### config.mk
export PLATFORM = sky130hd
export DESIGN_NAME = gbts_front
export DESIGN_NICKNAME = d
export VERILOG_FILES = /design/src/design/gbts_pkg.sv /design/src/design/gbts_front.sv
export SDC_FILE = /design/constraint.sdc
export NUM_CORES = 1
export LEC_CHECK = 0
export BUFFER_PORTS_ARGS = -buffer_cell sky130_fd_sc_hd__buf_2
export CELL_PAD_IN_SITES_DETAIL_PLACEMENT = 1
export CELL_PAD_IN_SITES_GLOBAL_PLACEMENT = 1
export CORE_MARGIN = 3
export CORE_UTILIZATION = 45
export CTS_CLUSTER_DIAMETER = 100
export CTS_CLUSTER_SIZE = 8
export DETAILED_ROUTE_END_ITERATION = 10
export PLACE_DENSITY = 0.82
export SYNTH_ARGS = -nofsm -noshare
export SYNTH_HDL_FRONTEND = slang
export SYNTH_SLANG_ARGS = --single-unit
### constraint.sdc
create_clock -name clock -period 3 [get_ports clock]
set_clock_uncertainty 0.15 [all_clocks]
set_input_delay 0.6 -clock clock [delete_from_list [all_inputs] [get_ports clock]]
set_output_delay 0.6 -clock clock [all_outputs]
set_load 0.03 [all_outputs]
### src/design/gbts_pkg.sv
// ----------------------------------------------------------------------------
// Gap buffer text store package
// Shared request kinds, status codes and the queued request record.
// ----------------------------------------------------------------------------
package gbts_pkg;

   localparam int FieldWidth = 13;

   typedef enum logic [1:0] {
      KIND_INSERT = 2'd0,
      KIND_DELETE = 2'd1,
      KIND_READ   = 2'd2,
      KIND_BAD    = 2'd3
   } kind_type;

   typedef enum logic [1:0] {
      STATUS_OK    = 2'd0,
      STATUS_FULL  = 2'd1,
      STATUS_RANGE = 2'd2
   } status_type;

   typedef struct packed {
      kind_type              kind;
      logic [FieldWidth-1:0] position;
      logic [7:0]            data_byte;
      logic [FieldWidth-1:0] length;
   } item_type;

endpackage

### src/design/gbts_front.sv
// ----------------------------------------------------------------------------
// Gap buffer front end
// Accepts request words, decodes the kind and holds them in a two-entry queue.
// ----------------------------------------------------------------------------
module gbts_front (
   input  logic               clock,
   input  logic               reset,
   input  logic               req_valid,
   output logic               req_stall,
   input  logic [1:0]         req_mode,
   input  logic [12:0]        req_position,
   input  logic [7:0]         req_data_byte,
   input  logic [12:0]        req_length,
   output logic               item_valid,
   output gbts_pkg::item_type item,
   input  logic               item_pop
);
   import gbts_pkg::*;

   item_type   entry_ff [2];
   logic       wr_ptr_ff, wr_ptr_in;
   logic       rd_ptr_ff, rd_ptr_in;
   logic [1:0] count_ff, count_in;
   logic       push, pop;
   item_type   decoded;

   always_comb begin
      case (req_mode)
         2'd0:    decoded.kind = KIND_INSERT;
         2'd1:    decoded.kind = KIND_DELETE;
         2'd2:    decoded.kind = KIND_READ;
         default: decoded.kind = KIND_BAD;
      endcase
      decoded.position  = req_position;
      decoded.data_byte = req_data_byte;
      decoded.length    = req_length;
   end

   assign req_stall  = (count_ff == 2'd2);
   assign push       = req_valid && !req_stall;
   assign item_valid = (count_ff != 2'd0);
   assign pop        = item_pop && item_valid;
   assign item       = entry_ff[rd_ptr_ff];

   always_comb begin
      wr_ptr_in = push ? !wr_ptr_ff : wr_ptr_ff;
      rd_ptr_in = pop ? !rd_ptr_ff : rd_ptr_ff;
      count_in  = count_ff + {1'b0, push} - {1'b0, pop};
   end

   always_ff @(posedge clock) begin
      if (push) begin
         entry_ff[wr_ptr_ff] <= decoded;
      end
   end

   always_ff @(posedge clock) begin
      if (reset) begin
         wr_ptr_ff <= 1'b0;
         rd_ptr_ff <= 1'b0;
         count_ff  <= 2'd0;
      end else begin
         wr_ptr_ff <= wr_ptr_in;
         rd_ptr_ff <= rd_ptr_in;
         count_ff  <= count_in;
      end
   end

endmodule

* Word level (Yosys, flattened, before mapping) *
Memory sizes are Yosys's and may differ from the RTL's. A register that Yosys moved wholly into a read port is not among the register bits.
Cells that the tools add are included.

storage, ports and cells
  register bits after elaboration = 4
  latch bits = 0
  RAM bits = 72
  ROM bits = 0
  output and inout bits = 38
  word-level logic and storage cells = 21
  memories kept = 1

memories
  memory    depth  width  read ports  clocked after Yosys merged registers in  write ports  line              RTL
  entry_ff  2      36     1           1                                        1            gbts_front.sv:20  item_type entry_ff [2];

cells by class
  add/sub/neg operators = 2
  multipliers = 0
  divide/modulo/power cells = 0
  $lt $le $gt $ge = 0
  equal/unequal tests = 3
  shift-type cells = 0
  muxes and demuxes = 5
  bitwise gates (word level) = 0
  reduce and logical (&&, ||, !) cells = 7

operator list
  cell                                                              number
  2-bit case mux with 3 select lines                                1
  2-bit == test (second input constant)                             2
  1-bit two-way mux                                                 4
  1-bit zero test                                                   3
  2-bit by 1-bit adder with 2-bit output                            1
  2-bit by 1-bit == test with 1-bit output (second input constant)  1
  1-bit logical AND                                                 2
  2-bit zero test                                                   1
  2-bit nonzero test                                                1
  2-bit by 1-bit subtractor with 2-bit output                       1

* Logic depth before layout (Yosys ltp) *
  depth after elaboration = 5
  depth in mapped cells = 8
  depth with buffers taken out = 8

* Least setup slack after synthesis *
Ideal clock, no wire load.

  kind = input port to flip-flop
  start point = input port req_valid
  end point = memory entry_ff[0][0] (netlist bit) (enable)
  arrival time = 1.706 ns
  required time = 2.459 ns
  slack = 0.753 ns
  stages on the path = 3
  path through = inv_1 -> or3_1 -> inv_1

on the way
  cells in the longest elaborated chain, start to end = 3

RTL lines
  what                                     line              RTL
  start, declared                          gbts_front.sv:8   input logic req_valid,
  1-bit logical AND                        gbts_front.sv:40  assign push = req_valid && !req_stall;
  1-bit two-way mux                        gbts_front.sv:52  if (push) begin
  1-bit two-way mux (not written as such)  gbts_front.sv:53  entry_ff[wr_ptr_ff] <= decoded;
  end, declared                            gbts_front.sv:20

No other way between the ends.

==> impl_metrics.env <==
export IMPL_status="complete, no violations"
export IMPL_cts_hold_buf=0
export IMPL_crit_required_ns=2.25
export IMPL_synth_top_area_share=0.762
export IMPL_synth_area_leader_cell="edfxtp_1"
export IMPL_worst_pin_slew_ns=0.605
export IMPL_setup_tns_ns=0
export IMPL_startpoint_type="register"
export IMPL_ant_nets=0
export IMPL_synthMuxAreaShare=0.143
export IMPL_grt_max_degree=37
export IMPL_peakVddDrop_mv=0.536
export IMPL_drc=0
export IMPL_maxSlewViolCount=0
export IMPL_port_buffers=77
export IMPL_worstPathArrival_ns=1.67
export IMPL_avgSynthCellArea_um2=20.1
export IMPL_synthAdderAreaFrac=0.00881
export IMPL_finalSetupViolations=0
export IMPL_fill_cells=588
export IMPL_cts_setup_buffers=0
export IMPL_wirelength_um=5250
export IMPL_period_minus_slack_ns=2.42
export IMPL_r2r_start="count_ff[0]"
export IMPL_syn_num_nets=183
export IMPL_post_drt_wl_per_cell_um=17.1
export IMPL_p_per_area_mw_per_mm2=925
export IMPL_grt_overflow_total=0
export IMPL_cts_tree="yes"
export IMPL_crit_end="item[20]"
export IMPL_synth_compound_area_frac=0.00617
export IMPL_finalHoldViolations=0
export IMPL_antenna_found_initial=0
export IMPL_antenna_cells=0
export IMPL_rows=28
export IMPL_fmax_mhz=413
export IMPL_layout_common_cells="77 x buf_2, 72 x edfxtp_1, 36 x mux2_2"
export IMPL_synth_seq_cells=77
export IMPL_fin_util=0.583
export IMPL_syn_inst=141
export IMPL_grt_pass1_wl_um=8200
export IMPL_htree_levels=3
export IMPL_clkSinkCount=77
export IMPL_coreArea_mm2=0.00603
export IMPL_hpwlAfterDp_um=3720
export IMPL_r2r_end="entry_ff[0][13]"
export IMPL_final_common_cell="buf_2"
export IMPL_dr_first_iter_drc_count=73
export IMPL_syn_area_mm2=0.00284
export IMPL_synthTopCellsByArea="edfxtp_1 76%, mux2_2 14%, dfxtp_1 3.5%, ha_1 0.88%, buf_4 0.79%"
export IMPL_grt_usage=0.152
export IMPL_routed_via_count=1492
export IMPL_setup_slack_ns=0.581
export IMPL_die_w_um=85.4
export IMPL_ys_warn_count=0
export IMPL_clkSlewWorstSetupHoldPaths_ns=0.07
export IMPL_cp_end_kind="primary output"
export IMPL_post_cts_resize_count=0
export IMPL_layout_drive_gt1_share=0.582
export IMPL_cap_viol_max_count=0
export IMPL_nets=269
export IMPL_first_global_vias=1672
export IMPL_ys_seq_area_frac=0.797
export IMPL_dpl_worst_slack_ns=0.859
export IMPL_cts_path_max_buffers=2
export IMPL_dieArea_mm2=0.00730
export IMPL_numCtsBuffers=9
export IMPL_p_leak_nw=1.35
export IMPL_rsz0062_at_grt="false"
export IMPL_cts_root_buf="clkbuf_8"
export IMPL_clk_latency_ns=0.32
export IMPL_area_growth_pct=23.7
export IMPL_initial_core_util=0.471
export IMPL_worstSetupPathType="reg2out"
export IMPL_critPathMaxFanout=24
export IMPL_synth_distinct_cells=23
export IMPL_avgViaCountPerCell=4.86
export IMPL_rrSetupSlack_ns=1.09
export IMPL_synth_simple_gate_area_frac=0.0216
export IMPL_synth_top_family_by_area="multiplexers"
export IMPL_die_y_um=85.4
export IMPL_gp_congestion=0.692
export IMPL_max_slew_margin=0.597
export IMPL_hold_class="in2reg"
export IMPL_period_share=0.806
export IMPL_r2r_cells=5
export IMPL_synth_xor_area_frac=0.00617
export IMPL_drt_pre_antenna_iters=4
export IMPL_io_pins=78
==> critical path: stages (launching register included) <==
cell and delay [ns]:
dfxtp_2 0.55, buf_12 0.23, mux2_2 0.37, buf_2 0.18
==> area by class of cell <==
type / instances / area [um^2] / share of cell area
flip-flops and latches: 77 / 2260 / 0.645
repair buffers: 81 / 428 / 0.122
inverters: 4 / 15.0 / 0.00428
multi-input cells: 54 / 527 / 0.150
clock buffers: 12 / 135 / 0.0385
clock inverters: 4 / 48.8 / 0.0139
well taps: 75 / 93.8 / 0.0267
==> synth_stat cells <==
cell type / number
edfxtp_1: 72
mux2_2: 36
dfxtp_1: 5
buf_4: 3
inv_1: 3
nor2_1: 3
clkbuf_1: 2
ha_1: 2
a21oi_1: 1
and2_1: 1
and3_2: 1
buf_2: 1
inv_2: 1
nand2_1: 1
nand2b_2: 1
nor2b_1: 1
nor3_1: 1
o21a_1: 1
o21ai_0: 1
or2_2: 1
or3_1: 1
xnor2_1: 1
xor2_1: 1
==> how the worst min path moves through the flow <==
stage | startpoint | endpoint | slack (ns) | cells past startpoint
finish | req_data_byte[3] | entry_ff[0][16] | 0.31 | 1
detailed placement | rd_ptr_ff | register | 0.37 | 2
CTS | req_position[10] | entry_ff[1][31] | 0.28 | 1
global placement | wr_ptr_ff | wr_ptr_ff | 0.33 | 2
global route | req_data_byte[3] | entry_ff[0][16] | 0.28 | 1
floorplan | wr_ptr_ff | wr_ptr_ff | 0.30 | 2
==> layer usage <==
metal	share of wire	vias to the layer above	wire length, um	global-route usage
li1	-	708	-	-
met3	0.071	2	372	0.0505
met2	0.49	53	2590	0.243
met4	0.0038	0	20	0.0561
met1	0.43	729	2260	0.193
met5	0	-	0	0
==> registers in the layout, indices dropped and copies added (netlist names), named ones only <==
signal and cells:
count_ff 2, entry_ff 72, wr_ptr_ff 1, rd_ptr_ff 1
==> cell families (layout without fill, tap and decap cells) <==
| logic type | Yosys count | after routing |
|---|---|---|
| adder cells (fa/ha/maj) | 2 | 2 |
| AND/OR/NAND/NOR | 11 | 11 |
| flip-flops | 77 | 77 |
| multiplexers | 36 | 36 |
| XOR/XNOR | 2 | 2 |
| buffers and inverters | 10 | 101 |
| AO/OA/AOI/OAI | 3 | 3 |
==> power breakdown <==
part | total [mW] | switching, mW | internal [mW] | leakage [nW]
registers | 1.45 | 0.0755 | 1.37 | 0.714
logic | 1.08 | 0.685 | 0.395 | 0.545
clock network | 0.720 | 0.336 | 0.384 | 0.0943
==> metrics by stage <==
step	cells	area (um^2)	hold slack [ns]	power (mW)
2_1_floorplan	141	2840	0.301	2.25
5_1_grt	307	3510	0.282	3.42
4_1_cts	307	3510	0.284	3.31
6_report	307	3510	0.308	3.25
3_5_place_dp	291	3330	0.374	2.57
3_3_place_gp	291	3330	0.331	2.53
Power figures use the tool's default switching activity.
